===== config.mk =====
export PLATFORM = sky130hd
export DESIGN_NAME = cbss_ctrl
export DESIGN_NICKNAME = d
export VERILOG_FILES = /design/src/rtl/core/cbss_pkg.sv /design/src/rtl/core/cbss_ctrl.sv
export SDC_FILE = /design/constraint.sdc
export NUM_CORES = 1
export LEC_CHECK = 0
export BUFFER_PORTS_ARGS = -buffer_cell sky130_fd_sc_hd__buf_2
export CAP_MARGIN = 20
export CORE_AREA = 3 3 40 42
export DETAILED_ROUTE_END_ITERATION = 12
export DIE_AREA = 0 0 43 45
export GPL_TIMING_DRIVEN = 0
export HOLD_SLACK_MARGIN = 0.05
export RECOVER_POWER = 25
export REMOVE_ABC_BUFFERS = 1
export SLEW_MARGIN = 10
export SYNTH_ARGS = -nofsm -noshare
export SYNTH_HDL_FRONTEND = slang
export SYNTH_SLANG_ARGS = --single-unit
export TNS_END_PERCENT = 50

===== constraint.sdc =====
create_clock -name i_clk -period 1.3 [get_ports i_clk]
set_clock_uncertainty 0.05 [all_clocks]
set_input_delay 0.065 -clock i_clk [delete_from_list [all_inputs] [get_ports i_clk]]
set_output_delay 0.065 -clock i_clk [all_outputs]
set_load 0.005 [all_outputs]

===== src/rtl/core/cbss_pkg.sv =====
// Shared types, codes and the helper function of the chunked bitmap set seek block.
package cbss_pkg;

    localparam int WORD_W  = 64;
    localparam int KIND_W  = 3;
    localparam int FIELD_W = 16;
    localparam int COUNT_W = 17;
    localparam int CFG_IDX_W = 2;

    localparam logic [KIND_W-1:0] KIND_ADD    = 3'd0;
    localparam logic [KIND_W-1:0] KIND_SEEK   = 3'd1;
    localparam logic [KIND_W-1:0] KIND_NEXT   = 3'd2;
    localparam logic [KIND_W-1:0] KIND_REWIND = 3'd3;
    localparam logic [KIND_W-1:0] KIND_CLEAR  = 3'd4;

    localparam logic [CFG_IDX_W-1:0] CFG_RANGE_LO = 2'd0;
    localparam logic [CFG_IDX_W-1:0] CFG_RANGE_HI = 2'd1;

    typedef enum logic [3:0] {
        CMD_NONE,
        CMD_ACCEPT,
        CMD_DISPATCH,
        CMD_CLR,
        CMD_ADD_WR,
        CMD_CH_RD,
        CMD_CH_EVAL,
        CMD_W_EVAL,
        CMD_EMIT
    } t_cmd;

    typedef struct packed {
        logic need_add;
        logic need_search;
        logic is_clear;
        logic clr_last;
        logic ch_hit;
        logic ch_skip;
        logic ch_last;
        logic w_hit;
        logic w_last;
        logic out_free;
    } t_stat;

    // Index of the lowest set bit, found by halving the word six times.
    function automatic logic [5:0] lowest_set(input logic [WORD_W-1:0] w);
        logic [WORD_W-1:0] v;
        logic [5:0]        n;
        v = w;
        n = '0;
        for (int k = 5; k >= 0; k--) begin
            if ((v & ((64'd1 << (1 << k)) - 64'd1)) == '0) begin
                n[k] = 1'b1;
                v    = v >> (1 << k);
            end
        end
        return n;
    endfunction

endpackage


===== src/rtl/core/cbss_ctrl.sv =====
// Controller state machine that sequences add, seek, clear and result hand-off.
module cbss_ctrl (
    input  logic            i_clk,
    input  logic            i_rst_n,
    input  logic            i_s_tvalid,
    output logic            o_s_tready,
    input  cbss_pkg::t_stat i_st,
    output cbss_pkg::t_cmd  o_cmd
);

    typedef enum logic [2:0] {
        S_IDLE,
        S_DISP,
        S_CLEAR,
        S_ADD_WR,
        S_CH_RD,
        S_CH_EVAL,
        S_W_EVAL,
        S_DONE
    } t_state;

    t_state r_state;
    t_state n_state;
    logic   r_pend;
    logic   n_pend;

    always_comb begin
        n_state = r_state;
        n_pend  = r_pend;
        o_cmd   = cbss_pkg::CMD_NONE;
        unique case (r_state)
            S_IDLE: begin
                if (i_s_tvalid) begin
                    o_cmd   = cbss_pkg::CMD_ACCEPT;
                    n_state = S_DISP;
                end
            end
            S_DISP: begin
                o_cmd = cbss_pkg::CMD_DISPATCH;
                if (i_st.is_clear) begin
                    n_state = S_CLEAR;
                    n_pend  = 1'b1;
                end else if (i_st.need_add) begin
                    n_state = S_ADD_WR;
                end else if (i_st.need_search) begin
                    n_state = S_CH_RD;
                end else begin
                    n_state = S_DONE;
                end
            end
            S_CLEAR: begin
                o_cmd = cbss_pkg::CMD_CLR;
                if (i_st.clr_last) begin
                    n_state = r_pend ? S_DONE : S_IDLE;
                    n_pend  = 1'b0;
                end
            end
            S_ADD_WR: begin
                o_cmd   = cbss_pkg::CMD_ADD_WR;
                n_state = S_DONE;
            end
            S_CH_RD: begin
                o_cmd   = cbss_pkg::CMD_CH_RD;
                n_state = S_CH_EVAL;
            end
            S_CH_EVAL: begin
                o_cmd = cbss_pkg::CMD_CH_EVAL;
                if (i_st.ch_hit) begin
                    n_state = S_DONE;
                end else if (i_st.ch_skip) begin
                    n_state = i_st.ch_last ? S_DONE : S_CH_RD;
                end else begin
                    n_state = S_W_EVAL;
                end
            end
            S_W_EVAL: begin
                o_cmd = cbss_pkg::CMD_W_EVAL;
                if (i_st.w_hit) begin
                    n_state = S_DONE;
                end else if (!i_st.w_last) begin
                    n_state = S_W_EVAL;
                end else begin
                    n_state = i_st.ch_last ? S_DONE : S_CH_RD;
                end
            end
            S_DONE: begin
                if (i_st.out_free) begin
                    o_cmd   = cbss_pkg::CMD_EMIT;
                    n_state = S_IDLE;
                end
            end
            default: n_state = S_IDLE;
        endcase
    end

    assign o_s_tready = (r_state == S_IDLE);

    always_ff @(posedge i_clk) begin
        if (!i_rst_n) begin
            r_state <= S_CLEAR;
            r_pend  <= 1'b0;
        end else begin
            r_state <= n_state;
            r_pend  <= n_pend;
        end
    end

endmodule


== After elaboration in Yosys (flattened, before gate mapping) ==
Index checks and enable logic that the tools add are counted.

* Bits in registers: 4

* Eq/ne operators: 11
* Muxes and demuxes: 19
* Reductions and logical operators: 4

{| class="wikitable"
|+ Operators by type and width
! kind !! count
|-
| 4-bit case mux with 8 select lines || 1
|-
| 3-bit case mux with 8 select lines || 1
|-
| 3-bit 2-to-1 mux || 6
|-
| 3-bit == test, second input constant || 4
|-
| 2-bit 2-to-1 mux || 6
|-
| 2-bit inequality test, second input constant || 4
|-
| 3-bit by 2-bit == test with 1-bit output, second input constant || 2
|-
| 3-bit AND reduction || 2
|-
| 4-bit 2-to-1 mux || 1
|-
| 3-bit by 1-bit == test with 1-bit output, second input constant || 1
|-
| 3-bit logical NOT || 1
|-
| 1-bit 2-to-1 mux || 3
|-
| 1-bit case mux with 2 select lines || 1
|-
| 2-bit nonzero test || 1
|}

== Depth between registers and ports, before layout ==
Gate-level depths: netlist of the first run.

* Depth after elaboration: 4
* Mapped depth: 6
* Mapped depth without buffers: 4

== Worst setup path before layout of the first run ==
OpenSTA, ideal clock, no wires.

* Path kind: flip-flop to flip-flop
* Start point: reg r_state[0]
* End point: reg r_state[2]
* Arrival time: 1,051 ps
* Data required time: 1,130 ps
* Setup slack: 79 ps
* Stages on the path, launching flop included: 6
* Clock period less this slack: 1,221 ps
* Path through: dfxtp_1 > buf_6 > a211o_1 > nand3_1 > a21oi_1 > or2_1

* Cells in the longest elaborated chain, start to end: 3
* Elaborated cells between the ends (all ways): 13

{| class="wikitable"
|+ Ends and longest elaborated chain
! element !! RTL line !! text
|-
| start, declared || cbss_ctrl.sv:22 || <nowiki>t_state r_state;</nowiki>
|-
| start signal, assigned || cbss_ctrl.sv:103 || <nowiki>r_state <= n_state;</nowiki>
|-
| 3-bit by 2-bit == test with 1-bit output, or another cell as far along || cbss_ctrl.sv:31 || <nowiki>unique case (r_state)</nowiki>
|-
| 2-bit inequality test (no source line) || -- ||
|-
| 3-bit AND reduction (no source line) || -- ||
|}

Parallel ways exist; a longest one is shown, timed or not.
A chain may end at the register's enable or synchronous reset.

== Worst setup path after layout of the first run ==
* Start point: reg r_state[2]
* End point: reg r_state[0]

Same word-level chain as after synthesis.

==> results of run 1 <==
metrics by stage:
step / TNS, ns / utilization [%] / cell area (sq um) / hold WS, ns / setup slack, ns
finish: 0 / 43.43 / 558.0 / 0.1256 / 0.07558
detailed placement: -0.5846 / 37.68 / 484.2 / 0.2985 / -0.2754
global placement: -0.5548 / 37.68 / 484.2 / 0.3042 / -0.2672
global route: 0 / 43.43 / 558.0 / 0.1718 / 0.001784
CTS: 0 / 42.06 / 540.5 / 0.1316 / 0.008035
floorplan: -0.09147 / - / 380.4 / 0.1425 / -0.07099
cell type report:
cell class	instances	area share, %
multi-input combinational	46	51.79
clock buffer	3	4.036
timing repair buffer	21	21.08
tap	15	3.363
sequential	4	16.37
inverter	5	3.363
sequential cells by signal (all words and copies together), names as in the netlist:
register	count
r_pend	1
r_state	3
cell families (layout without fill, tap and decap cells):
group,after synthesis,in the layout,synth area share [%]
AND/OR/NAND/NOR,25,25,32.12
buffers and inverters,9,29,11.62
XOR/XNOR,2,2,4.282
AO/OA/AOI/OAI,19,19,32.41
flip-flops,4,4,19.57
cells in the final DEF (no fill, tap or decap), drive strengths merged:
cell,netlist,layout
xnor2,1,1
nand2,5,5
o2111ai,1,1
a21boi,1,1
a211o,2,2
or2,1,1
clkbuf,0,3
nor2b,1,1
dlygate4sd3,0,1
inv,5,5
nor3,2,2
and3,1,1
nor2,5,5
nor3b,1,1
or3,2,2
a311oi,1,1
dfxtp,4,4
o211ai,2,2
nand3,2,2
o21ai,3,3
nand2b,3,3
a31oi,4,4
buf,4,20
nand3b,1,1
xor2,1,1
nand4b,1,1
a21oi,5,5
critical path, cell delays in order (launching register included):
cell and delay (ns):
dfxtp_4 0.38, nand2_2 0.08, or3_1 0.36, a311oi_2 0.25
timing repair:
| action | 4_1_cts | 5_1_grt |
|---|---|---|
| buffers inserted | 2 | 1 |
| endpoints found under the hold margin | 1 | 0 |
| endpoints found under the setup margin | 7 | 3 |
| hold buffers | 1 | 0 |
| gates resized for setup | 5 | 3 |
| pin swaps | 0 | 2 |
how the worst max path moves through the flow:
stage                      end  cells past startpoint
detailed placement  r_state[0]                      3
CTS                 r_state[2]                      4
floorplan           r_state[0]                      3
finish              r_state[0]                      3
global placement    r_state[0]                      3
global route        r_state[0]                      4
routing by layer:
layer	GRT usage, %	wire (microns)	up-vias
met5	0	0	-
met4	7.229	16	0
met3	3.187	96	2
met2	17.96	469	23
met1	14.42	497	216
li1	-	-	256
report_power, final:
part	leakage (uW)	total, uW	internal, uW	switching [uW]
registers	0.0000345	302	187	115
logic	0.000191	585	288	297
clock network	0.0000138	161	104	57.1
==> run summary, run 1 <==
Status: completed
Req. time, crit path: 1.39 ns
Non-filler cells, final: 94
IO Pins: 18
Synth-to-Final Area Change: 36.39%
VDD IR max: 0.7301 mV
Leak Pwr: 0.0002396 uW
Placed Cells incl. Taps: 87
RSZ-0062 raised after global routing: no
Post-synth ARST share: 0%
Worst slew margin: 86.43%
R2R Path End: r_state[0]
Layout cells sized above 1: 39.24%
Tmin final: 1.224 ns
Top cells by area, synth: dfxtp_1, a21oi_1, a31oi_1, nand2_1, nand2b_1
Congestion Overflow GR: 0
CP Class: reg2reg
Initial Utilization: 31.84%
WL final: 1.079 mm
Initial antenna violation count: 0
Core Region: 1285 sq um
Clk slew on worst S/H paths: 0.04 ns
EDFF count, synth: 0
Fillers: 136
Tot Pwr: 1047 uW
CP Capture Type: flip-flop
Startpoint types: flip-flop
Worst-Skew Late Latency: 0.25 ns
H-tree depth: 1
CP startpoint: r_state[2]
Final hold viol count: 0
Peak Freq: 816.7 MHz
Synth cell types: 30
Clock net sink count: 4
Yosys top cell by area: dfxtp_1
DR pass1 iterations: 4
Root Buffer: clkbuf_4
Die Wd: 43 microns
R2R cell count: 3
Tightest Pin Transition: 0.2026 ns
Final period util: 94.19%
Hold Path Class: in2reg
Via Count: 497
Main synth FF type: dfxtp_1
Clk buf depth: 2
CTS tree: done
Number of global-route vias before repair: 402
Vias per cell: 5.287
DR WL/cell: 11.48 microns
GP Congestion: 0.7952
Multi-input gate area: 289.0 sq um
Cell row count: 13
Register area: 91.34 sq um
R2R Setup Slk: 0.08 ns
Syn avg cell area: 6.935 sq um
Crit-path max FO: 7
Max cap viols: 0
Largest net degree at the start of global routing: 19
Crit Reg-Reg Startpoint: r_state[2]
Total Die Area: 1935 sq um
TritonCTS Buffers: 3
DRT antenna net count: 0
Mapped Area: 409.1 sq um
CP Data Arrival Time: 1.31 ns
Register area share after synthesis: 19.57%
Synthesized instance count: 59
Drc violations: 0
Final nets: 94
Top cells by count, synth: a21oi_1, nand2_1, nor2_1
# diodes: 0
GRT Total Usage: 11.65%
#FFs+latches synth: 4
Hold Crit Start: i_st[3]
Starting DRT DRC Count: 11
Max Transition Viols Final: 0
Hold EP: r_state[1]
Global-route wire length before repair: 1.697 mm
Warnings from Yosys: 0
Final Setup Violations: 0
Worst hold stages: 3
Port Buf Inserts: 17
Die Y: 45 microns
Post-synth top area share: 19.57%
Pwr dens: 1876 nW/um^2
Power figures use the tool's default switching activity.
==> inputs of run 2 (changes only) <==
Settings changed: SETUP_SLACK_MARGIN set to 0.1.
==> run 2 against run 1 <==
Via count increased by 5.6%. Final area increased by 6.5%. First-iteration DRC count increased by 45%. Sequential share of layout area decreased by 1.0 points. Combinational power increased by 25%.
==> run summary, run 2 (synthesized netlist as in run 1, its figures left out) <==
Die Y: 45 microns
Drc violations: 0
Final Setup Violations: 0
GRT Total Usage: 12.97%
WL final: 1.254 mm
Initial Utilization: 31.84%
Pre-CTS setup slack: -0.2754 ns
Flop pwr share: 22.1%
CTS tree: done
GP Congestion: 0.7952
CP Capture Type: output port
# diodes: 0
Peak Freq: 822.4 MHz
Req. time, crit path: 1.19 ns
CP Data Arrival Time: 1.10 ns
Layout cells sized above 1: 44.58%
Final setup TNS: 0 ns
Status: completed
Commonest cells after routing, fill and taps aside: buf_2, nor2_1, a21oi_1
Synth-to-Final Area Change: 45.26%
Max FFs per register: 3
Clock net sink count: 4
H-tree depth: 1
CP max stage delay: 0.37 ns
Crit-path max FO: 6
Vias per cell: 5.357
Commonest non-fill, non-tap cell in the layout: buf_2
VDD IR max: 0.6102 mV
Critical path, cell by cell: buf_2, nand2_1, xnor2_1, buf_2
Worst slew margin: 87.24%
RSZ-0062 raised after global routing: yes
DR WL/cell: 12.80 microns
Worst-Skew Late Latency: 0.25 ns
Clk pwr share: 14.0%
Core Region: 1285 sq um
Regs by FF count: r_state: 3 flops, r_pend: 1 flops
Total Die Area: 1935 sq um
Switching power: 521.5 uW
Clk buf depth: 2
DRT antenna net count: 0
Fillers: 134
Final hold viol count: 0
Starting DRT DRC Count: 16
Placed Cells incl. Taps: 87
Global-route wire length before repair: 1.876 mm
Tmin final: 1.216 ns
Slowest cell on crit path: dfxtp_4
Largest net degree at the start of global routing: 19
Max cap viols: 0
DR pass1 iterations: 4
Startpoint types: flip-flop
Critical path buffers and inverters: 2
Clk slew on worst S/H paths: 0.04 ns
Logic pwr share: 63.8%
Final nets: 98
Number of global-route vias before repair: 438
Largest Register: r_state
Leak Pwr: 0.0002598 uW
Congestion Overflow GR: 0
Final Instance Area: 594.3 sq um
Hold Path Class: in2reg
Pwr dens: 1934 nW/um^2
Final core occ: 46.25%
CP Class: reg2out
Internal cell power: 627.9 uW
Final period util: 93.54%
Initial antenna violation count: 0
IO Pins: 18
Most numerous cell on the critical path: buf_2
Tightest Pin Transition: 0.1906 ns
TritonCTS Buffers: 3
Non-filler cells, final: 98
Max Transition Viols Final: 0
Sw Ratio: 45.37%
Port Buf Inserts: 17
Crit-path leading delay family: flip-flops
Setup WS post-layout: 0.08398 ns
Die Wd: 43 microns
Via Count: 525
Cell row count: 13
Root Buffer: clkbuf_4
Area after DPL: 484.2 sq um
run 2: cell types whose count changed in the layout (fill, tap and decap cells not counted), sizes merged:
cell    change
clkbuf      +1
buf         +3
run 2: metal layers:
metal / up-vias / part of all wire, % / global-route usage, %
met2: 22 / 48 / 21.56
met4: 0 / 1.4 / 7.229
met1: 237 / 43 / 15.35
met3: 2 / 7.4 / 3.187
met5: - / 0 / 0
li1: 264 / - / -
run 2: final timing paths:
kind	start	to	slack, ns	cells after the start
worst max-delay path	r_state[0]	o_cmd[2]	0.08	4
worst min-delay path	i_st[3]	r_state[1]	0.15	3
worst max register to register	r_state[2]	r_state[0]	0.09	3
worst min register to register	r_pend	r_pend	0.51	2
run 2: area by class of cell:
| class | instances | area (sq um) | area share (%) |
|---|---|---|---|
| Clock buffer | 3 | 22.52 | 3.789 |
| Tap cell | 15 | 18.77 | 3.158 |
| Inverter | 5 | 18.77 | 3.158 |
| Sequential cell | 4 | 91.34 | 15.37 |
| Multi-Input combinational cell | 46 | 302.8 | 50.95 |
| Timing Repair Buffer | 25 | 140.1 | 23.58 |
run 2: tightest hold or removal path, stage by stage:
cell and delay [ns]:
buf_2 0.11, a31oi_1 0.08, o211ai_1 0.16
run 2: through the flow:
| step | total power (uW) | hold slack (ns) |
|---|---|---|
| after floorplan | 618.0 | 0.1425 |
| after global placement | 798.7 | 0.3042 |
| after detailed placement | 798.9 | 0.2985 |
| after CTS | 1067 | 0.1316 |
| after global routing | 1239 | 0.1775 |
| final | 1149 | 0.1544 |
run 2: timing repair:
item,4_1_cts,5_1_grt
endpoints found under the hold margin,1,0
gates resized for setup,10,4
hold buffers,1,0
setup endpoints to repair,9,7
buffers inserted,4,3
pin swaps,3,4
run 2: power by group through the flow:
| stage | Clock [uW] | Sequential (uW) | Combinational, uW |
|---|---|---|---|
| floorplan | 0 | 272 | 346 |
| global placement | 0 | 311 | 488 |
| detailed placement | 0 | 309 | 490 |
| CTS | 164 | 291 | 612 |
| global route | 171 | 259 | 809 |
| finish | 161 | 254 | 734 |
